**config.mk**
```make
export PLATFORM = sky130hd
export DESIGN_NAME = lmf_fifo
export DESIGN_NICKNAME = d
export VERILOG_FILES = /design/src/rtl/lmf_fifo.sv
export SDC_FILE = /design/constraint.sdc
export NUM_CORES = 1
export LEC_CHECK = 0
export ABC_AREA = 1
export BUFFER_PORTS_ARGS = -buffer_cell sky130_fd_sc_hd__buf_2
export CORE_ASPECT_RATIO = 0.75
export CORE_MARGIN = 3
export CORE_UTILIZATION = 54
export CTS_CLUSTER_SIZE = 8
export DETAILED_ROUTE_END_ITERATION = 10
export PLACE_DENSITY = 0.84
export SLEW_MARGIN = 20
export SYNTH_ARGS = -nofsm -noshare
export SYNTH_HDL_FRONTEND = slang
export SYNTH_SLANG_ARGS = --single-unit
```
**constraint.sdc**
```tcl
create_clock -name clk_i -period 3.4 [get_ports clk_i]
set_clock_uncertainty 0.05 [all_clocks]
set_input_delay 0.34 -clock clk_i [delete_from_list [all_inputs] [get_ports clk_i]]
set_output_delay 0.34 -clock clk_i [all_outputs]
set_load 0.01 [all_outputs]
```
**src/rtl/lmf_fifo.sv**
```systemverilog
// small register queue between the front and back of the filter
module lmf_fifo #(
  parameter int unsigned WIDTH = 16,
  parameter int unsigned DEPTH = 2
) (
  input  logic             clk_i,
  input  logic             rst_ni,
  input  logic             push_valid_i,
  output logic             push_ready_o,
  input  logic [WIDTH-1:0] push_data_i,
  output logic             pop_valid_o,
  input  logic             pop_ready_i,
  output logic [WIDTH-1:0] pop_data_o
);

  localparam int unsigned AW   = $clog2(DEPTH);
  localparam int unsigned CNTW = $clog2(DEPTH + 1);

  logic [WIDTH-1:0] entries_q [DEPTH];
  logic [AW-1:0]    wr_ptr_q, wr_ptr_d;
  logic [AW-1:0]    rd_ptr_q, rd_ptr_d;
  logic [CNTW-1:0]  count_q, count_d;
  logic             push, pop;

  assign push_ready_o = (count_q != CNTW'(DEPTH));
  assign pop_valid_o  = (count_q != '0);
  assign pop_data_o   = entries_q[rd_ptr_q];
  assign push         = push_valid_i && push_ready_o;
  assign pop          = pop_valid_o && pop_ready_i;

  // pointer and fill level update
  always_comb begin
    wr_ptr_d = wr_ptr_q;
    rd_ptr_d = rd_ptr_q;
    count_d  = count_q;
    if (push) begin
      wr_ptr_d = (wr_ptr_q == AW'(DEPTH - 1)) ? '0 : wr_ptr_q + AW'(1);
    end
    if (pop) begin
      rd_ptr_d = (rd_ptr_q == AW'(DEPTH - 1)) ? '0 : rd_ptr_q + AW'(1);
    end
    case ({push, pop})
      2'b10:   count_d = count_q + CNTW'(1);
      2'b01:   count_d = count_q - CNTW'(1);
      default: count_d = count_q;
    endcase
  end

  always_ff @(posedge clk_i or negedge rst_ni) begin
    if (!rst_ni) begin
      wr_ptr_q <= '0;
      rd_ptr_q <= '0;
      count_q  <= '0;
    end else begin
      wr_ptr_q <= wr_ptr_d;
      rd_ptr_q <= rd_ptr_d;
      count_q  <= count_d;
    end
  end

  // entry storage
  always_ff @(posedge clk_i) begin
    if (push) begin
      entries_q[wr_ptr_q] <= push_data_i;
    end
  end

endmodule

```
# --- Word level (Yosys, flattened, before mapping) ---
# Memories as Yosys holds them, arrays and structs flattened.
# Index checks and enable logic that the tools add are counted.
op_classes:
  add_sub_neg: 4
  n_mul: 0
  n_div: 0
  magnitude_cmp: 0
  eq_ne: 3
  shift: 0
  muxes: 5
  bitwise_logic: 0
  n_reduce_logical: 4
ops:
  columns: ["cell", "count"]
  rows:
  - ["$mux W1", 4]
  - ["$pmux W2 S2", 1]
  - ["$reduce_bool A2 Y1", 2]
  - ["$add A1 B1 Y1 const B", 2]
  - ["$add A2 B1 Y2 const B", 1]
  - ["$eq A2 B1 Y1 const B", 1]
  - ["$eq A2 B2 Y1 const B", 1]
  - ["$logic_and A1 B1 Y1", 2]
  - ["$ne A2 B2 Y1 const B", 1]
  - ["$sub A2 B1 Y2 const B", 1]
word_totals:
  register_bits: 4
  latch_bits: 0
  ramBits: 32
  romBits: 0
  inputBits: 20
  out_inout_bits: 18
  word_cells: 20
  n_memories: 1
memory_table:
  columns: ["memory", "words", "word_bits", "rd", "rd_ports_with_merged_regs", "write_ports", "line_no", "rtl"]
  rows:
  - ["entries_q", 2, 16, 1, 0, 1, "19", "logic [WIDTH-1:0] entries_q [DEPTH];"]

# --- Depth between registers and ports, before layout ---
# Gate-level depths: netlist of the first run.
logic_depth:
  ltp_word: 4
  ltp_mapped: 10
  ltp_nobuf: 10

# --- Worst setup path after synthesis of the first run ---
# OpenSTA, ideal clock, no wires.
synth_timing:
  path_kind: "register to register"
  startpoint: "reg count_q[0]"
  endpoint: "mem entries_q[0][0] (enable)"
  setup_ns: 0.388
  arrival_ns: 1.287
  required_ns: 2.962
  setup_slack_ns: 1.674
  path_stages_with_launch: 5
  path_buffers: 0
  synth_period_minus_slack_ns: 1.726
  path_cell_list: "dfrtp_1 -> inv_2 -> nand2_4 -> nand2_4 -> nor2_1"
synth_between:
  elab_chain_len: 4
synth_rtl:
  columns: ["item", "line_no", "rtl"]
  rows:
  - ["start: declaration", "22", "logic [CNTW-1:0] count_q, count_d;"]
  - ["start signal: assignment", "57", "count_q <= count_d;"]
  - ["$ne A2 B2 Y1", "25", "assign push_ready_o = (count_q != CNTW'(DEPTH));"]
  - ["net push_ready_o", "9", "output logic push_ready_o,"]
  - ["$logic_and A1 B1 Y1", "28", "assign push = push_valid_i && push_ready_o;"]
  - ["$mux W1", "63", "if (push) begin"]
  - ["$mux W1 (not written as such)", "64", "entries_q[wr_ptr_q] <= push_data_i;"]
  - ["end: declaration", "19", null]
# The timed path passes the listed nets, and every way through them passes these cells.

# --- Final worst setup path of the first run ---
layout_timing:
  startpoint: "reg rd_ptr_q"
  endpoint: "out pop_data_o[14]"
layout_between:
  elab_chain_len: 1
layout_rtl:
  columns: ["item", "line_no", "rtl"]
  rows:
  - ["start: declaration", "21", "logic [AW-1:0] rd_ptr_q, rd_ptr_d;"]
  - ["start signal: assignment", "56", "rd_ptr_q <= rd_ptr_d;"]
  - ["$mem_v2 Z2 W16", null, null]
  - ["end: declaration", "13", "output logic [WIDTH-1:0] pop_data_o"]
# Every way passes these cells.

==> impl_metrics.tcl, run 1 <==
set metrics [dict create \
    run_status "finished clean" \
    grtUsageTotal_pct 17.82 \
    rows 15 \
    period_minus_slack_ns 1.972 \
    slew_viol_final 0 \
    finalSetupViolCount 0 \
    cts_hold_buf 1 \
    wirelength_um 2646 \
    rsz0062_at_grt "false" \
    worstPathMaxFanout 18 \
    comb_power_share_pct 35.1 \
    synth_area_um2 1423 \
    power_frac_seq_pct 48.6 \
    initial_core_util_pct 59.22 \
    synth-main-ff-cell "edfxtp_1" \
    postSynthAreaPerCell_um2 12.59 \
    grt_pass1_wl_um 4153 \
    cts-buffers-inserted 5 \
    root_buffer "clkbuf_4" \
    ir_drop_mv 0.4468 \
    drc 0 \
    p_int_w 0.0008878 \
    viasPerCell 4.885 \
    vias 933 \
    antenna_found_initial 0 \
    grt_pass1_vias 914 \
    yosysTopAreaCell "edfxtp_1" \
    cts.sinks 36 \
    netlist.area_leader.share_pct 67.55 \
    worst_setup_path_start_kind "flip-flop" \
    place_inst 182 \
    synth_edf_count 32 \
    cp.arrival_ns 1.58 \
    port_buffers 37 \
    postCtsSetupBuffers 0 \
    dp_hpwl_um 1869 \
    setup_slack_ns 1.428 \
    ys_ff_latch 36 \
    synthMuxAreaShare_pct 0 \
    synth.area.top_cells "edfxtp_1 (68%), nand2_1 (15%), dfrtp_1 (7.0%)" \
    io_pins 38 \
    core_area_um2 2402 \
    yosysSeqAreaShare_pct 74.58 \
    maxSlewHeadroom_pct 55.61 \
    synth.top_cells.by_count "nand2_1 (55), edfxtp_1 (32), inv_1 (5)" \
    dieArea_um2 3293 \
    cts_resized 0 \
    p_clk_share_pct 16.3 \
    clock_path_buffers 2 \
    ys_types 16 \
    cts_tree "built" \
    p_total_w 0.001407 \
    syn_nets 134 \
    clk_latency_ns 0.34 \
    synth_xor_area_share_pct 0.6157 \
    clk_pin_slew_worst_paths_ns 0.10 \
    powerDensity_nw_per_um2 831.1 \
    insertedDiodeCount 0 \
    grt_max_degree 19 \
    synth_warnings 0 \
    finalNetCount 177 \
    fp.dieH_um 50.45 \
    p_sw_share_pct 36.90 \
    synth-compound-area-share_pct 0.3518 \
    synth-simple-area-share_pct 19.00 \
    place_ws_ns 1.807 \
    htree_num_levels 2 \
    synthCells 113 \
    gp_congestion 0.7277 \
    drive_gt1_share_pct 31.85 \
    syn2layout_area_growth_pct 19.00 \
    postRouteAntennaNets 0 \
    drt_iter0_drc 48 \
    period_share_pct 58.01 \
    synth_top_family_by_area "simple AND/OR/NAND/NOR gates" \
    grt-ovfl-total 0 \
    fin_setup_tns_ns 0 \
    power.switching_w 0.0005191 \
    synth_fa_ha_area_share_pct 0.8795 \
    synthArstFlopShare_pct 11.11 \
    stdcell_count 191 \
    final_hold_viol_count 0 \
    fmax_mhz 507.0 \
    die_width_um 65.27 \
    hold_class "input port to flip-flop" \
    drv_cap 0 \
    endpoint_kind "output pin" \
    p_leak_nw 0.7688 \
    critPathKind "flip-flop to output pin" \
    firstDrtPassIters 4 \
    required_ns 3.01 \
    final_core_util_pct 70.47 \
    tightest_slew_ns 0.6658 \
    routedWlPerCell_um 13.85 \
    synth.most_common_cell "nand2_1" \
]
-- sequential cells by signal, summed over array words and instances, names as in the netlist --
signal     cells
entries_q     32
count_q        2
rd_ptr_q       1
wr_ptr_q       1
-- area by class of cell --
class	instances	area, µm²
Clock buffer	8	58.81
Fill cell	195	709.4
Sequential cell	36	1061
Timing Repair Buffer	39	202.7
Multi-Input combinational cell	67	296.5
Tap cell	34	42.54
Inverter	7	31.28
-- metrics by stage --
stage               hold WS, ns  cell area, µm²
detailed placement       0.1052            1624
floorplan             -0.005591            1423
finish                   0.1359            1693
global placement        0.09799            1624
CTS                      0.1294            1693
global route             0.1218            1693
-- power by group through the flow --
stage | combinational [W] | clock, W | sequential [W]
floorplan | 0.000372 | 0 | 0.000650
detailed placement | 0.000496 | 0 | 0.000693
CTS | 0.000501 | 0.000233 | 0.000683
global route | 0.000552 | 0.000250 | 0.000697
finish | 0.000493 | 0.000230 | 0.000684
global placement | 0.000471 | 0 | 0.000684
-- final timing paths --
check,startpoint,end,slack (ns),depth (start not counted)
hold / removal,push_data_i[9],entries_q[0][9]$_DFFE_PP_,0.14,1
setup / recovery,rd_ptr_q$_DFFE_PN0P_,pop_data_o[14],1.43,4
setup reg to reg,count_q[1]$_DFFE_PN0P_,count_q[1]$_DFFE_PN0P_,1.85,9
min in group asynchronous,rst_ni,count_q[1]$_DFFE_PN0P_,0.29,2
max in group asynchronous,rst_ni,rd_ptr_q$_DFFE_PN0P_,2.89,2
hold reg to reg,wr_ptr_q$_DFFE_PN0P_,wr_ptr_q$_DFFE_PN0P_,0.48,2
-- per-layer routing --
metal  share of wire [%]  track usage (%)  vias up
met1                  40            21.07      437
met3                 5.6            5.145        7
met5                   0                0        -
li1                    -                -      457
met2                  51            28.57       32
met4                 2.4            11.38        0
-- worst max-delay path: stages (launching register included) --
cell	delay [ns]
dfrtp_1	0.78
inv_6	0.15
nand2_1	0.11
nand2_1	0.07
buf_2	0.14
-- placed cells by master (no fill, tap or decap), drive strengths merged, types with 2 or more instances in the layout --
master / Yosys / routed
buf: 3 / 38
nand2: 58 / 58
inv: 7 / 7
clkbuf: 0 / 8
dfrtp: 4 / 4
edfxtp: 32 / 32
nand3: 2 / 2
nor2: 3 / 3
-- logic make-up after synthesis --
group	after synthesis
simple gates	64
flops	36
compound gates	1
buf+inv	10
xor+xnor	1
fa+ha+maj	1
No activity file was read; power rests on OpenSTA's default activity.
==> run 2, diff against run 1 <==
--- a/config.mk
+++ b/config.mk
@@ -9,10 +9,10 @@
 export BUFFER_PORTS_ARGS = -buffer_cell sky130_fd_sc_hd__buf_2
 export CORE_ASPECT_RATIO = 0.75
 export CORE_MARGIN = 3
-export CORE_UTILIZATION = 54
+export CORE_UTILIZATION = 46
 export CTS_CLUSTER_SIZE = 8
 export DETAILED_ROUTE_END_ITERATION = 10
-export PLACE_DENSITY = 0.84
+export PLACE_DENSITY = 0.76
 export SLEW_MARGIN = 20
 export SYNTH_ARGS = -nofsm -noshare
 export SYNTH_HDL_FRONTEND = slang
==> constraint.sdc (replaced) <==
create_clock -name clk_i -period 1.76 [get_ports clk_i]
set_clock_uncertainty 0.05 [all_clocks]
set_input_delay 0.176 -clock clk_i [delete_from_list [all_inputs] [get_ports clk_i]]
set_output_delay 0.176 -clock clk_i [all_outputs]
set_load 0.01 [all_outputs]
==> impl_metrics.tcl, run 2 (synthesis results as in run 1) <==
set metrics [dict create \
    run_status "finished clean" \
    clk_pin_slew_worst_paths_ns 0.07 \
    place_area_um2 1634 \
    finalSetupViolCount 0 \
    gp_congestion 0.6486 \
    grt_pass1_vias 942 \
    core_area_um2 2783 \
    antenna_found_initial 0 \
    holdWs_ns 0.02436 \
    cp_num_buf_inv 2 \
    nFillCells 225 \
    routedWlPerCell_um 13.07 \
    drive_gt1_share_pct 32.91 \
    worstPathMaxFanout 11 \
    largest_register "entries_q" \
    finalNetCount 178 \
    period_share_pct 91.94 \
    fp.dieH_um 54.16 \
    slew_viol_final 0 \
    fin_setup_tns_ns 0 \
    final_cell_mix "nand2_1 (55), buf_2 (37), edfxtp_1 (32)" \
    clk_latency_ns 0.29 \
    grt_pass1_wl_um 4126 \
    largest_reg_flops 32 \
    maxSlewHeadroom_pct 67.83 \
    rows 16 \
    vias 917 \
    p_total_w 0.002968 \
    cts.sinks 36 \
    final_hold_viol_count 0 \
    crit_top_cell "nand2_1" \
    syn2layout_area_growth_pct 23.13 \
    finalInstanceArea_um2 1752 \
    reg_top3 "entries_q (32), count_q (2)" \
    ir_drop_mv 1.069 \
    cts_tree "built" \
    critPathTopFamily "flip-flops" \
    postRouteAntennaNets 0 \
    dp_hpwl_um 1799 \
    viasPerCell 4.727 \
    htree_num_levels 2 \
    cp_slowest_stage_delay_ns 0.62 \
    critPathKind "flip-flop to output pin" \
    drv_cap 0 \
    io_pins 38 \
    drc 0 \
    rsz0062_at_grt "false" \
    die_width_um 70.22 \
    cp_slowest_cell "dfrtp_1" \
    clock_path_buffers 2 \
    firstDrtPassIters 6 \
    period_minus_slack_ns 1.618 \
    hold_class "input port to flip-flop" \
    root_buffer "clkbuf_8" \
    cts-buffers-inserted 5 \
    powerDensity_nw_per_um2 1694 \
    p_leak_nw 0.7963 \
    grt_max_degree 18 \
    layout_commonest_cell "nand2_1" \
    grt-ovfl-total 0 \
    port_buffers 37 \
    path_cells "buf_4 -> nand2_1 -> nand2_1 -> buf_2" \
    worst_setup_path_start_kind "flip-flop" \
    endpoint_kind "output pin" \
    insertedDiodeCount 0 \
    grtUsageTotal_pct 15.15 \
    cp.arrival_ns 1.39 \
    dieArea_um2 3803 \
    tightest_slew_ns 0.4814 \
    required_ns 1.53 \
    fmax_mhz 618.0 \
    initial_core_util_pct 51.12 \
    drt_iter0_drc 26 \
    wirelength_um 2535 \
]
-- run 2: stage by stage --
| step | std cells | setup slack [ns] | utilization [%] |
|---|---|---|---|
| 4_1_cts | 194 | 0.1238 | 62.95 |
| 2_1_floorplan | 113 | 0.03406 | - |
| 6_report | 194 | 0.1419 | 62.95 |
| 3_5_place_dp | 185 | 0.3255 | 58.72 |
| 5_1_grt | 194 | 0.03342 | 62.95 |
| 3_3_place_gp | 185 | 0.3926 | 58.72 |
-- run 2: worst paths after layout --
check                                       start                         to  slack [ns]  cells after the start
min in group asynchronous                  rst_ni     count_q[0]$_DFFE_PN0P_        0.18                      2
min                                push_data_i[4]  entries_q[1][4]$_DFFE_PP_        0.02                      1
min reg2reg                count_q[0]$_DFFE_PN0P_     count_q[0]$_DFFE_PN0P_        0.50                      1
max                          rd_ptr_q$_DFFE_PN0P_             pop_data_o[12]        0.14                      4
max in group asynchronous                  rst_ni     count_q[1]$_DFFE_PN0P_        1.36                      2
max reg2reg                count_q[1]$_DFFE_PN0P_     count_q[1]$_DFFE_PN0P_        0.29                      9
-- run 2: what timing repair did --
action                    in CTS  in global routing
hold buffers                   1                  0
buffers inserted               0                  0
resized for setup              0                  0
hold endpoints to repair       4                  0
-- run 2: final cells by class --
cell class | count | area, µm² | area share [%]
Sequential cell | 36 | 1061 | 60.57
Multi-Input combinational cell | 67 | 296.5 | 16.93
Timing Repair Buffer | 40 | 210.2 | 12.00
Clock buffer | 6 | 72.57 | 4.143
Tap cell | 36 | 45.04 | 2.571
Clock inverter | 2 | 35.03 | 2.000
Inverter | 7 | 31.28 | 1.786
-- run 2: layer usage --
| metal | vias up | track usage (%) | share of wire [%] |
|---|---|---|---|
| met5 | - | 0 | 0 |
| met4 | 0 | 6.369 | 0.99 |
| met3 | 4 | 8.582 | 8.8 |
| met2 | 31 | 27.74 | 52 |
| met1 | 425 | 14.35 | 38 |
| li1 | 457 | - | - |
-- run 2: where the power goes --
part / leakage, nW / switching [W] / total (W) / internal, W
logic: 0.396 / 0.000615 / 0.000972 / 0.000357
clock network: 0.0552 / 0.000278 / 0.000697 / 0.000420
registers: 0.345 / 0.000122 / 0.00130 / 0.00118
total: 0.796 / 0.00101 / 0.00297 / 0.00195
