$ cat config.mk
export PLATFORM = sky130hd
export DESIGN_NAME = lmf_front
export DESIGN_NICKNAME = d
export VERILOG_FILES = /design/src/rtl/lmf_pkg.sv /design/src/rtl/lmf_front.sv
export SDC_FILE = /design/constraint.sdc
export NUM_CORES = 1
export LEC_CHECK = 0
export BUFFER_PORTS_ARGS = -buffer_cell sky130_fd_sc_hd__buf_2
export CAP_MARGIN = 20
export CORE_UTILIZATION = 48
export CTS_CLUSTER_DIAMETER = 120
export CTS_CLUSTER_SIZE = 14
export DETAILED_ROUTE_END_ITERATION = 16
export GPL_TIMING_DRIVEN = 0
export PLACE_DENSITY = 0.72
export SLEW_MARGIN = 20
export SYNTH_ARGS = -nofsm -noshare
export SYNTH_HDL_FRONTEND = slang
export SYNTH_SLANG_ARGS = --single-unit
export TNS_END_PERCENT = 10
$ cat constraint.sdc
create_clock -name clk_i -period 12.8 [get_ports clk_i]
set_input_delay 1.28 -clock clk_i [delete_from_list [all_inputs] [get_ports clk_i]]
set_output_delay 1.28 -clock clk_i [all_outputs]
set_load 0.02 [all_outputs]
$ cat src/rtl/lmf_pkg.sv
// shared types and constants of the label majority filter
package lmf_pkg;

  // fixed field and register widths
  localparam int unsigned LABEL_W     = 8;
  localparam int unsigned WIDTH_CFG_W = 11;
  localparam int unsigned HEIGHT_W    = 12;
  localparam int unsigned ROW_W       = 13;
  localparam int unsigned CFG_INDEX_W = 2;
  localparam int unsigned CFG_DATA_W  = 12;

  // register reset values
  localparam logic [WIDTH_CFG_W-1:0] WIDTH_RESET  = 11'd640;
  localparam logic [HEIGHT_W-1:0]    HEIGHT_RESET = 12'd480;

  // command code of a flush transaction
  localparam logic CMD_FLUSH = 1'b1;

  // configuration register indexes
  typedef enum logic [CFG_INDEX_W-1:0] {
    REG_FRAME_WIDTH  = 2'd0,
    REG_FRAME_HEIGHT = 2'd1,
    REG_ZERO_BORDER  = 2'd2
  } lmf_reg_e;

  // input transaction
  typedef struct packed {
    logic               cmd;
    logic [LABEL_W-1:0] pixel_label;
  } lmf_in_t;

  // output transaction
  typedef struct packed {
    logic [LABEL_W-1:0] out_label;
    logic               frame_last;
  } lmf_out_t;

  // per-item classification handed from front to back
  typedef struct packed {
    logic emit;
    logic interior;
    logic zero_border;
    logic frame_last;
  } lmf_flags_t;

endpackage

$ cat src/rtl/lmf_front.sv
// front end: raster position tracking, geometry latch and item classification
module lmf_front #(
  parameter int unsigned MAX_WIDTH  = 1024,
  parameter int unsigned LABEL_BITS = 8
) (
  input  logic                                  clk_i,
  input  logic                                  rst_ni,
  input  logic                                  in_valid_i,
  output logic                                  in_ready_o,
  input  lmf_pkg::lmf_in_t                      in_data_i,
  input  logic [$clog2(MAX_WIDTH + 1)-1:0]      cfg_width_i,
  input  logic [lmf_pkg::HEIGHT_W-1:0]          cfg_height_i,
  input  logic                                  cfg_zero_border_i,
  output logic                                  push_valid_o,
  input  logic                                  push_ready_i,
  output logic [$clog2(MAX_WIDTH)-1:0]          push_col_o,
  output logic [LABEL_BITS-1:0]                 push_label_o,
  output lmf_pkg::lmf_flags_t                   push_flags_o
);

  import lmf_pkg::*;

  localparam int unsigned CW = $clog2(MAX_WIDTH);
  localparam int unsigned WW = $clog2(MAX_WIDTH + 1);

  logic [CW-1:0]       col_q, col_d;
  logic [ROW_W-1:0]    row_q, row_d;
  logic [WW-1:0]       lat_width_q;
  logic [HEIGHT_W-1:0] lat_height_q;
  logic                lat_zb_q;

  logic                at_start, in_frame, skip, accept;
  logic [WW-1:0]       cur_width, col_inc;
  logic [HEIGHT_W-1:0] cur_height;
  logic [ROW_W-1:0]    height_ext;
  logic                cur_zb;
  lmf_flags_t          flags;

  // geometry of the current frame, taken from the registers at its first item
  always_comb begin
    at_start   = (row_q == '0) && (col_q == '0);
    cur_width  = at_start ? cfg_width_i       : lat_width_q;
    cur_height = at_start ? cfg_height_i      : lat_height_q;
    cur_zb     = at_start ? cfg_zero_border_i : lat_zb_q;
    height_ext = ROW_W'(cur_height);
    in_frame   = (row_q < height_ext);
  end

  // classify the item at the current raster position
  always_comb begin
    skip           = in_frame && (in_data_i.cmd == CMD_FLUSH);
    flags.emit     = (row_q >= ROW_W'(2)) || ((row_q == ROW_W'(1)) && (col_q != '0));
    flags.interior = (col_q >= CW'(2)) && (row_q >= ROW_W'(2)) && in_frame;
    flags.zero_border = cur_zb;
    flags.frame_last  = flags.emit && (col_q == '0) && (row_q == height_ext + ROW_W'(1));
  end

  // next raster position
  always_comb begin
    col_inc = WW'(col_q) + WW'(1);
    col_d   = CW'(col_inc);
    row_d   = row_q;
    if (flags.frame_last) begin
      col_d = '0;
      row_d = '0;
    end else if (col_inc == cur_width) begin
      col_d = '0;
      row_d = row_q + ROW_W'(1);
    end
  end

  assign in_ready_o   = push_ready_i;
  assign accept       = in_valid_i && in_ready_o;
  assign push_valid_o = in_valid_i && !skip;
  assign push_col_o   = col_q;
  assign push_label_o = in_frame ? in_data_i.pixel_label[LABEL_BITS-1:0] : '0;
  assign push_flags_o = flags;

  // position counters and latched geometry
  always_ff @(posedge clk_i or negedge rst_ni) begin
    if (!rst_ni) begin
      col_q        <= '0;
      row_q        <= '0;
      lat_width_q  <= '0;
      lat_height_q <= '0;
      lat_zb_q     <= 1'b0;
    end else if (accept && !skip) begin
      col_q        <= col_d;
      row_q        <= row_d;
      lat_width_q  <= cur_width;
      lat_height_q <= cur_height;
      lat_zb_q     <= cur_zb;
    end
  end

endmodule

Word level (Yosys, flattened, before mapping). Index checks and enable logic that the tools add are counted.

Bits of input ports: 37. Memories kept: 0. Word-level logic and storage cells: 39. RAM bits: 0. Latch bits: 0. Output and inout port bits: 24. Bits in read-only memories: 0. Flip-flop bits (word level): 47.

Multiplexer cells: 8. Shift-type cells: 0. $add $sub $neg: 3. Divide/modulo/power cells: 0. Reduce and logical (&&, ||, !) cells: 17. Eq/ne operators: 3. Magnitude comparators: 3. Bitwise operators: 0. Multiply operators: 0.

Operators with widths (count): $mux 13 (2); $mux 10 (2); $add 12x1->13 const B (1); $add 13x1->13 const B (1); $eq 13x1->1 const B (1); $eq 13x13->1 (1); $ge 13x2->1 const B (1); $logic_not 13->1 (1); $lt 13x12->1 (1); $mux 12 (1); $add 10x1->11 const B (1); $eq 11x11->1 (1); $mux 11 (1); $ge 10x2->1 const B (1); $logic_and 1x1->1 (10); $logic_not 10->1 (1); $reduce_bool 10->1 (1); $mux 8 (1); $reduce_and 2->1 (1); $reduce_bool 2->1 (1); $logic_not 1->1 (1); $logic_or 1x1->1 (1); $mux 1 (1).

Depth between registers and ports, before layout. Gate-level depths: netlist of the first run.

Word-level depth: 8. Mapped depth: 23. Gate-level depth less buffers: 17.

Worst setup path after synthesis of the first run. OpenSTA, ideal clock, no wires.

Path type: register -> output. Start: register col_q[3] (netlist: push_col_o[3]). End: output port push_flags_o[0] (netlist name). Path buffers: 5. Stages on the path, launching flop included: 20. Data required time: 11.520 ns. Path slack: 7.416 ns. Data arrival time: 4.104 ns. Cell sequence: dfrtp_1 buf_6 or4_4 or3_1 buf_6 nor2_8 buf_4 buf_4 nand2_1 nand2_1 ha_1 and4_1 and3_1 o211ai_1 o21ai_0 xnor2_1 a2111oi_2 nand4_1 clkbuf_1 inv_1.

RTL lines: from (decl) (RTL line lmf_front.sv:26) `logic [CW-1:0] col_q, col_d;`; from (signal assigned) (RTL line lmf_front.sv:88) `col_q <= col_d;`; to (decl) (RTL line lmf_front.sv:18) `output lmf_pkg::lmf_flags_t push_flags_o`.

==> results.txt, run 1 <==
----------------------------------------------------
[Finish]
  Count of non-filler cells in the finished layout ... 664
  Fill cell count ... 777
  Fraction of the core area covered by cells at the end of the flow ... 0.564
  Area taken by flip-flops and latches ... 0.00118 mm²
  Layout Nets ... 614
  Area of the multi-input gates ... 0.00265 mm²
  Antenna diode instance count ... 0
  Layout Cell Area excl Fill ... 0.00464 mm²
  Relative area change from synthesis to final layout ... 13.5%
  Share of cells above drive strength 1 ... 0.197

[Global route]
  Maximum number of pins on one net before global-route repair ... 48
  Wire length of the first global-routing pass ... 19,400 µm
  Antenna violations before repair ... 0
  Via count of the first global-routing pass ... 3,804
  GRT overflow ... 0
  Global routing usage summed across all routing layers ... 0.285

[Placed design]
  Port buffer count ... 59
  Final GP Congestion ... 0.962
  Placed wire-length estimate after detailed placement ... 9290 µm
  Post-place setup slack ... 6660 ps
  Instance area after placement ... 0.00452 mm²
  Placed cell count ... 656

[STA]
  RSZ-0062 raised after global routing ... no
  Post-Route Setup TNS ... 0 ps
  Tightest slew margin relative to the limit ... 0.577
  Clock Skew ... 12.7 ps
  Final period utilization ... 0.516
  Worst hold-check slack ... 511 ps
  Number of failing setup endpoints in the final timing report ... 0
  Period minus WS final ... 6600 ps
  Actual transition at the worst max-transition pin ... 635 ps
  Max-slew violation count ... 0
  Max frequency ... 151 MHz
  Final critical-path setup slack ... 6200 ps
  Final count of hold timing violations ... 0

[Drt]
  Count of antenna-violating nets left after detailed routing ... 0
  Via count of the routed design ... 4,176
  Number of remaining DRC errors ... 0
  Average wire per cell in the routed design ... 18.5 µm
  Final routed wirelength across all metal layers ... 12,300 µm
  Drt pass-1 iters ... 5
  Initial DRC count ... 364
  Post-detailed-route via-to-cell ratio ... 6.29

[Synth]
  Post-synthesis cell count ... 492
  Avg Cell Area, Syn ... 8.31 µm²
  Synthesis warning total ... 0
  Post-synth net total ... 548
  Netlist area before placement ... 0.00409 mm²
  Share of synthesized area occupied by flip-flops and latches ... 0.288
  Number of enable flip-flop cells after synthesis ... 0
  Prevailing post-synth register cell ... dfrtp_1
  Number of different library cells in the post-synthesis netlist ... 64
  Proportion of synthesized flip-flops having asynchronous set or reset ... 1.00
  FF+latch count, synth ... 47

[Run]
  Max cap viols ... 0

[Clock network]
  CTS hold repair buffers ... 0
  Sinks on the clock net ... 47
  Clock slew at the register clock pins of the worst setup and hold paths ... 90 ps
  Number of clock buffers inserted by TritonCTS ... 5
  Buffer cell driving the clock tree root ... clkbuf_8
  CTS tree ... yes
  Total of cells resized after clock tree synthesis ... 0
  Post-CTS repair timing setup buffer count ... 0
  Clock Path Buffers ... 2
  Later-pin clock latency in the skew report ... 300 ps
  H-tree lvl count ... 2

[Critical path]
  Required time of the critical path ... 11,520 ps
  Critical Path Sink Type ... primary output
  Cell depth of the worst flop-to-flop path ... 19
  Capture point of the worst reg-to-reg path ... push_col_o[4]
  Crit path kind ... reg -> out
  Sort of element at the start of the critical path ... flip-flop
  Flop2flop setup slack ... 7410 ps
  Endpoint arrival time on the critical path ... 5320 ps
  Crit Reg-Reg Startpoint ... row_q[8]
  Biggest fanout along the worst timing path ... 10

[Floorplanning]
  Die extent in x ... 94.3 µm
  Total number of placement rows ... 33
  Effective utilization at floorplan ... 0.497
  Die Area ... 0.00889 mm²
  I/O pin total ... 61
  Floorplan core area ... 0.00822 mm²
  Die height ... 94.3 µm

[Power]
  Pwr/cell area ... 88.0 mW/mm²
  Static leakage ... 1.97 nW
  IR drop worst, VDD ... 0.0465 mV
  Total chip power ... 0.408 mW

[Status]
  Run status ... completed

[Min path]
  Startpoint of the lowest-slack hold path ... lat_zb_q
  Hold Path Stages ... 1
  Endpoint with the worst hold slack ... lat_zb_q
  Min-Delay Path Class ... reg -> reg

----------------------------------------------------
## how the worst max path moves through the flow
stage                              from              end  slack, ps  depth (start not counted)
after global placement         row_q[8]  push_flags_o[0]       6700                         19
after CTS                      row_q[8]  push_flags_o[0]       6310                         19
after detailed placement       row_q[8]  push_flags_o[0]       6660                         19
after floorplan           push_col_o[3]  push_flags_o[0]       7420                         19
final                          row_q[8]  push_flags_o[0]       6200                         19
after global routing           row_q[8]  push_flags_o[0]       5850                         19
## cell usage in the layout (no fill, tap or decap), drive strengths merged, types with 9 or more instances in the layout
master  synthesis  layout
nand2          56      56
buf            18      77
nor2           18      18
xnor2          13      13
mux2           14      14
dfrtp          47      47
clkbuf         14      20
nand3          24      24
ha             19      19
and2           10      10
a21o            9       9
o21ai          40      40
nor3           14      14
a21oi          21      21
nand4          21      21
inv            23      24
and3           13      13
mux2i          11      11
## report_power, final
group          internal (mW)  total (mW)  switching, mW
clock                 0.0644       0.121         0.0561
sequential             0.157       0.171         0.0134
combinational         0.0470       0.117         0.0696
## logic make-up after synthesis
group | Yosys count | synth area share
and+or+nand+nor | 197 | 0.260
AOI/OAI and AO/OA | 126 | 0.208
buffers and inverters | 55 | 0.0640
DFF | 47 | 0.288
muxes | 25 | 0.0655
xor gates and xnor gates | 23 | 0.0560
adders and majority gates | 19 | 0.0582
## flip-flops by register name, indices dropped and copies added, names as in the netlist
register / count
row_q: 13
push_col_o: 10
lat_height_q: 12
lat_zb_q: 1
lat_width_q: 11
## layer usage
layer  part of all wire  wire (µm)  vias up  global-route usage
li1                   -          -     1958                   -
met1               0.46       5590     1966               0.412
met2               0.44       5350      225               0.434
met3              0.081        999       27              0.0453
met4              0.027        330        0              0.0782
met5                  0          0        -                   0
## cells in the mapped netlist (3+ instances only)
cell type / count / area share
nand2_1: 55 / 0.051
dfrtp_1: 47 / 0.29
o21ai_0: 38 / 0.047
nand3_1: 24 / 0.029
inv_1: 23 / 0.021
nand4_1: 21 / 0.032
a21oi_1: 19 / 0.023
ha_1: 19 / 0.058
nor2_1: 17 / 0.016
clkbuf_1: 14 / 0.013
mux2_2: 14 / 0.039
and3_1: 13 / 0.020
nor3_1: 13 / 0.016
xnor2_1: 13 / 0.028
mux2i_1: 11 / 0.027
and2_1: 10 / 0.015
a21o_1: 9 / 0.017
buf_2: 8 / 0.0098
buf_4: 8 / 0.015
nor4_1: 8 / 0.012
or3_1: 8 / 0.012
xor2_1: 8 / 0.017
a31oi_1: 7 / 0.011
nor2b_1: 6 / 0.0092
a211o_1: 5 / 0.011
a211oi_1: 5 / 0.0092
o211ai_1: 5 / 0.0092
and4_1: 4 / 0.0086
a2111oi_2: 3 / 0.011
a221oi_1: 3 / 0.0064
a22o_1: 3 / 0.0064
nand2b_1: 3 / 0.0046
o31ai_1: 3 / 0.0055
## cell type report
class	instances	share of cell area
multi-input cells	390	0.571
flip-flops and latches	47	0.254
repair buffers	59	0.0642
plain buffers	32	0.0378
well taps	105	0.0283
inverters	23	0.0186
clock buffers	6	0.0178
clock inverters	2	0.00836
## critical path, stage by stage, from the launching register on
cell,delay [ps]
dfrtp_1,390
clkbuf_1,210
nor4_1,380
nand3_1,480
nor2_8,350
buf_4,210
buf_4,220
nand2_1,80
nand2_1,140
ha_1,340
and4_1,280
and3_1,250
nor4_1,70
a221oi_1,280
nand4_1,160
a311oi_1,380
nand4_1,250
clkbuf_1,290
inv_1,100
buf_2,160
No activity file was read; power rests on OpenSTA's default activity.
==> run 2, diff against run 1 <==
--- a/config.mk
+++ b/config.mk
@@ -12,7 +12,7 @@
 export CTS_CLUSTER_SIZE = 14
 export DETAILED_ROUTE_END_ITERATION = 16
 export GPL_TIMING_DRIVEN = 0
-export PLACE_DENSITY = 0.72
+export PLACE_DENSITY = 0.75
 export SLEW_MARGIN = 20
 export SYNTH_ARGS = -nofsm -noshare
 export SYNTH_HDL_FRONTEND = slang
==> constraint.sdc (replaced) <==
create_clock -name clk_i -period 5.7 [get_ports clk_i]
set_input_delay 0.57 -clock clk_i [delete_from_list [all_inputs] [get_ports clk_i]]
set_output_delay 0.57 -clock clk_i [all_outputs]
set_load 0.02 [all_outputs]
==> run 2 against run 1 <==
Against the previous run: sequential power rose by 130%; worst setup slack got worse by 6000 ps; utilization rose by 0.38 points; clock skew fell by 4.2 ps; cell count rose by 0.15%; sequential cell count did not move; global-route usage rose by 0.21 points; count of clock-buffer cells in the layout did not move; clock power rose by 92%; register-to-register slack got worse by 7000 ps.
==> results.txt, run 2 (synthesized netlist as in run 1, its figures left out) <==
----------------------------------------------------
[Floorplanning]
  Effective utilization at floorplan ... 0.497
  I/O pin total ... 61
  Die extent in x ... 94.3 µm
  Die Area ... 0.00889 mm²
  Die height ... 94.3 µm
  Floorplan core area ... 0.00822 mm²
  Total number of placement rows ... 33

[Clock network]
  H-tree lvl count ... 2
  CTS hold repair buffers ... 0
  Buffer cell driving the clock tree root ... clkbuf_8
  Clock slew at the register clock pins of the worst setup and hold paths ... 100 ps
  Later-pin clock latency in the skew report ... 310 ps
  Number of clock buffers inserted by TritonCTS ... 5
  CTS tree ... yes
  Sinks on the clock net ... 47
  Clock Path Buffers ... 2

[Drt]
  Final routed wirelength across all metal layers ... 12,400 µm
  Number of remaining DRC errors ... 0
  Drt pass-1 iters ... 5
  Post-detailed-route via-to-cell ratio ... 6.33
  Average wire per cell in the routed design ... 18.7 µm
  Initial DRC count ... 426
  Via count of the routed design ... 4,212
  Count of antenna-violating nets left after detailed routing ... 0

[Global route]
  Met2 capacity usage during global routing ... 0.441
  Maximum number of pins on one net before global-route repair ... 48
  Global routing met1 resource utilization ... 0.399
  Routing layer with the top usage in global route ... met2
  GRT overflow ... 0
  Via count of the first global-routing pass ... 3,873
  Global routing usage summed across all routing layers ... 0.287
  Wire length of the first global-routing pass ... 19,600 µm
  GRT met3 Usage ... 0.0494
  Antenna violations before repair ... 0

[Finish]
  Number of flip-flops under the largest register name ... 13
  Most common library cell in the layout ignoring fill and taps ... buf_2
  Relative area change from synthesis to final layout ... 14.2%
  Fraction of the core area covered by cells at the end of the flow ... 0.568
  Leading cell types in the layout, fill and taps excluded ... 67 x buf_2, 54 x nand2_1, 46 x dfrtp_1
  Fill cell count ... 770
  Registers with the most flip-flops ... row_q (13), lat_height_q (12), lat_width_q (11)
  Share of cells above drive strength 1 ... 0.213
  Layout Nets ... 615
  Largest register by flop count ... row_q
  Antenna diode instance count ... 0

[Placed design]
  Final GP Congestion ... 0.945
  Placed wire-length estimate after detailed placement ... 9260 µm
  Port buffer count ... 59
  Post-place setup slack ... 301 ps

[Critical path]
  Required time of the critical path ... 5130 ps
  Sort of element at the start of the critical path ... flip-flop
  Crit path kind ... reg -> out
  Most repeated library cell on the critical path ... buf_2
  Cell with the largest stage delay on the worst path ... or4_4
  Crit Reg-Reg Startpoint ... push_col_o[4]
  Cell depth of the worst flop-to-flop path ... 20
  Worst stage delay on the critical path ... 510 ps
  Endpoint arrival time on the critical path ... 4930 ps
  Capture point of the worst reg-to-reg path ... push_col_o[4]
  Critical Path, Cell by Cell ... buf_2 > or4_4 > or3_1 > buf_6 > nor2_8 > buf_4 > buf_4 > nand2_1 > nand2_2 > ha_4 > and4_1 > and3_1 > nor4_1 > a221oi_1 > nand4_1 > a311oi_1 > nand4_1 > buf_2 > inv_1 > buf_2
  Flop2flop setup slack ... 460 ps
  Biggest fanout along the worst timing path ... 10
  Critical Path Sink Type ... primary output

[STA]
  Clock Skew ... 8.45 ps
  Final period utilization ... 0.965
  Tightest slew margin relative to the limit ... 0.584
  Max-slew violation count ... 0
  Period minus WS final ... 5500 ps
  Final count of hold timing violations ... 0
  Final critical-path setup slack ... 198 ps
  RSZ-0062 raised after global routing ... no
  Actual transition at the worst max-transition pin ... 625 ps
  Max frequency ... 182 MHz
  Post-Route Setup TNS ... 0 ps
  Number of failing setup endpoints in the final timing report ... 0

[Min path]
  Min-Delay Path Class ... in -> async

[Power]
  Static leakage ... 1.97 nW
  IR drop worst, VDD ... 0.182 mV
  Pwr/cell area ... 191 mW/mm²

[Status]
  Run status ... completed

[Run]
  Max cap viols ... 0

----------------------------------------------------
run 2: what timing repair did:
action                                  4_1_cts  5_1_grt
gates resized for setup                       2       11
buffers inserted                              0        1
endpoints found under the setup margin        1       17
gates cloned                                  0        0
pin swaps                                     0        1
run 2: worst max path at each step:
stage,slack [ps],start,end,cells past startpoint
2_1_floorplan,1030,push_col_o[3],push_flags_o[0],19
4_1_cts,30,push_col_o[2],push_flags_o[0],19
5_1_grt,30,push_col_o[4],push_flags_o[0],20
6_report,200,push_col_o[4],push_flags_o[0],20
3_5_place_dp,300,row_q[8],push_flags_o[0],19
3_3_place_gp,330,push_col_o[6],push_flags_o[0],19
run 2: worst max-delay path: cells and delay by family, from the launching register on:
| kind | cells | cell delay (ps) |
|---|---|---|
| flip-flops | 1 | 390 |
| adder cells (fa/ha/maj) | 1 | 190 |
| AO/OA/AOI/OAI | 2 | 580 |
| AND/OR/NAND/NOR | 10 | 2210 |
| buffers and inverters | 7 | 1220 |
run 2: final cells by class:
| type | instances | area (µm²) | share of cell area |
|---|---|---|---|
| Inverter | 23 | 86.3 | 0.0185 |
| Clock inverter | 2 | 13.8 | 0.00295 |
| Timing Repair Buffer | 60 | 305 | 0.0654 |
| Tap cell | 105 | 131 | 0.0281 |
| Sequential cell | 47 | 1180 | 0.252 |
| Clock buffer | 6 | 82.6 | 0.0177 |
| Buffer | 32 | 178 | 0.0380 |
| Multi-Input combinational cell | 390 | 2700 | 0.577 |
run 2: power breakdown:
part	internal [mW]	switching (mW)	leakage (nW)
Clock	0.0997	0.132	0.0516
Combinational	0.110	0.163	1.35
Sequential	0.354	0.0319	0.568
Total	0.564	0.327	1.97
run 2: layer usage:
metal | share of wire | up-vias | wire length [µm]
met5 | 0 | - | 0
met4 | 0.021 | 0 | 259
met3 | 0.085 | 19 | 1060
met2 | 0.45 | 221 | 5620
met1 | 0.44 | 2010 | 5500
li1 | - | 1962 | -
run 2: metrics by stage:
stage | cells | hold WS [ps] | instance area [µm²] | power (mW)
2_1_floorplan | 492 | 274 | 4090 | 0.561
3_3_place_gp | 656 | 489 | 4510 | 0.645
3_5_place_dp | 656 | 495 | 4510 | 0.650
4_1_cts | 664 | 497 | 4620 | 0.880
5_1_grt | 665 | 329 | 4670 | 0.932
6_report | 665 | 269 | 4670 | 0.892
==> run 3, diff against run 2 <==
--- a/config.mk
+++ b/config.mk
@@ -13,6 +13,7 @@
 export DETAILED_ROUTE_END_ITERATION = 16
 export GPL_TIMING_DRIVEN = 0
 export PLACE_DENSITY = 0.75
+export SETUP_SLACK_MARGIN = 0.2
 export SLEW_MARGIN = 20
 export SYNTH_ARGS = -nofsm -noshare
 export SYNTH_HDL_FRONTEND = slang
==> run 3 against run 2 <==
Against the previous run: cell count rose by 0.15%; utilization rose by 0.58 points; largest power group unchanged; sequential power barely moved; worst setup slack improved by 200 ps; worst hold slack improved by 5.1 ps.
==> results.txt, run 3 (synthesized netlist as in run 1, its figures left out) <==
----------------------------------------------------
[Status]
  Run status ... completed

[Drt]
  Initial DRC count ... 337
  Final routed wirelength across all metal layers ... 12,500 µm
  Via count of the routed design ... 4,235
  Count of antenna-violating nets left after detailed routing ... 0
  Number of remaining DRC errors ... 0
  Post-detailed-route via-to-cell ratio ... 6.36
  Average wire per cell in the routed design ... 18.7 µm
  Drt pass-1 iters ... 5

[Clock network]
  Clock slew at the register clock pins of the worst setup and hold paths ... 100 ps
  Buffer cell driving the clock tree root ... clkbuf_8
  H-tree lvl count ... 2
  Later-pin clock latency in the skew report ... 310 ps
  CTS hold repair buffers ... 0
  Clock Path Buffers ... 2
  CTS tree ... yes
  Number of clock buffers inserted by TritonCTS ... 5
  Sinks on the clock net ... 47

[STA]
  Final critical-path setup slack ... 398 ps
  Clock Skew ... 5.52 ps
  Worst hold-check slack ... 274 ps
  RSZ-0062 raised after global routing ... no
  Number of failing setup endpoints in the final timing report ... 0
  Final count of hold timing violations ... 0
  Final period utilization ... 0.930
  Actual transition at the worst max-transition pin ... 632 ps
  Max-slew violation count ... 0
  Tightest slew margin relative to the limit ... 0.579
  Period minus WS final ... 5300 ps
  Post-Route Setup TNS ... 0 ps
  Max frequency ... 189 MHz

[Global route]
  Antenna violations before repair ... 0
  Via count of the first global-routing pass ... 3,876
  GRT overflow ... 0
  Wire length of the first global-routing pass ... 19,600 µm
  Maximum number of pins on one net before global-route repair ... 48
  Global routing usage summed across all routing layers ... 0.287

[Critical path]
  Most repeated library cell on the critical path ... buf_6
  Crit path kind ... reg -> out
  Critical Path, Cell by Cell ... buf_2 > or4_4 > or3_1 > buf_6 > nor2_8 > buf_6 > buf_6 > nand2_1 > nand2_2 > ha_4 > and4_1 > and3_2 > o211ai_1 > o21ai_1 > xnor2_1 > a2111oi_2 > nand4_1 > buf_4 > inv_1 > buf_2
  Category of cells accounting for the largest share of critical-path delay ... simple AND/OR/NAND/NOR gates
  Sort of element at the start of the critical path ... flip-flop
  Critical Path Sink Type ... primary output
  Cell with the largest stage delay on the worst path ... or4_4
  Required time of the critical path ... 5130 ps
  Worst stage delay on the critical path ... 510 ps
  CP bufs+invs ... 7
  Endpoint arrival time on the critical path ... 4730 ps
  Biggest fanout along the worst timing path ... 10

[Power]
  Static leakage ... 2.01 nW
  IR drop worst, VDD ... 0.179 mV
  Total chip power ... 0.893 mW
  Pwr/cell area ... 189 mW/mm²

[Placed design]
  Placed wire-length estimate after detailed placement ... 9260 µm
  Port buffer count ... 59
  Placed cell count ... 656
  Instance area after placement ... 0.00451 mm²
  Final GP Congestion ... 0.945
  Post-place setup slack ... 301 ps

[Floorplanning]
  Die Area ... 0.00889 mm²
  Effective utilization at floorplan ... 0.497
  Die height ... 94.3 µm
  Total number of placement rows ... 33
  Floorplan core area ... 0.00822 mm²
  I/O pin total ... 61
  Die extent in x ... 94.3 µm

[Run]
  Max cap viols ... 0

[Finish]
  Leading cell types in the layout, fill and taps excluded ... 65 x buf_2, 54 x nand2_1, 46 x dfrtp_1
  Fraction of the core area covered by cells at the end of the flow ... 0.574
  Count of non-filler cells in the finished layout ... 666
  Share of cells above drive strength 1 ... 0.223
  Registers with the most flip-flops ... row_q (13), lat_height_q (12), lat_width_q (11)
  Layout Cell Area excl Fill ... 0.00472 mm²
  Most common library cell in the layout ignoring fill and taps ... buf_2
  Relative area change from synthesis to final layout ... 15.4%
  Number of flip-flops under the largest register name ... 13
  Layout Nets ... 616
  Antenna diode instance count ... 0
  Largest register by flop count ... row_q

[Min path]
  Min-Delay Path Class ... in -> async

----------------------------------------------------
run 3: per-layer routing:
metal  share of wire  vias to the layer above  global-route usage
met5               0                        -                   0
met2            0.45                      226               0.445
li1                -                     1962                   -
met1            0.44                     2029               0.400
met3           0.088                       18              0.0453
met4           0.020                        0               0.103
run 3: repair_timing:
action                     CTS  global route
gates resized for setup      7            19
pin swaps                    1             2
setup endpoints to repair    1            34
buffers inserted             1             1
run 3: layout make-up:
class,count,area (µm²)
Clock inverter,2,13.8
Buffer,32,193
Inverter,23,86.3
Multi-Input combinational cell,390,2720
Sequential cell,47,1180
Tap cell,105,131
Clock buffer,6,82.6
Fill cell,769,3500
Timing Repair Buffer,61,313
run 3: path summary, 6_finish.rpt:
| path | endpoint | depth (start not counted) | slack (ps) | start |
|---|---|---|---|---|
| worst min-delay path | lat_width_q[7] | 1 | 270 | rst_ni |
| max in group asynchronous | push_col_o[2] | 1 | 4970 | rst_ni |
| worst min register to register | lat_width_q[5] | 2 | 510 | lat_width_q[5] |
| worst max register to register | push_col_o[4] | 20 | 590 | push_col_o[4] |
| worst max-delay path | push_flags_o[0] | 20 | 400 | push_col_o[4] |
| min in group clk_i | lat_width_q[8] | 2 | 500 | cfg_width_i[8] |
run 3: report_power, final:
| part | internal [mW] | total (mW) | switching, mW |
|---|---|---|---|
| sequential | 0.354 | 0.387 | 0.0325 |
| combinational | 0.111 | 0.275 | 0.164 |
| clock | 0.0997 | 0.231 | 0.132 |
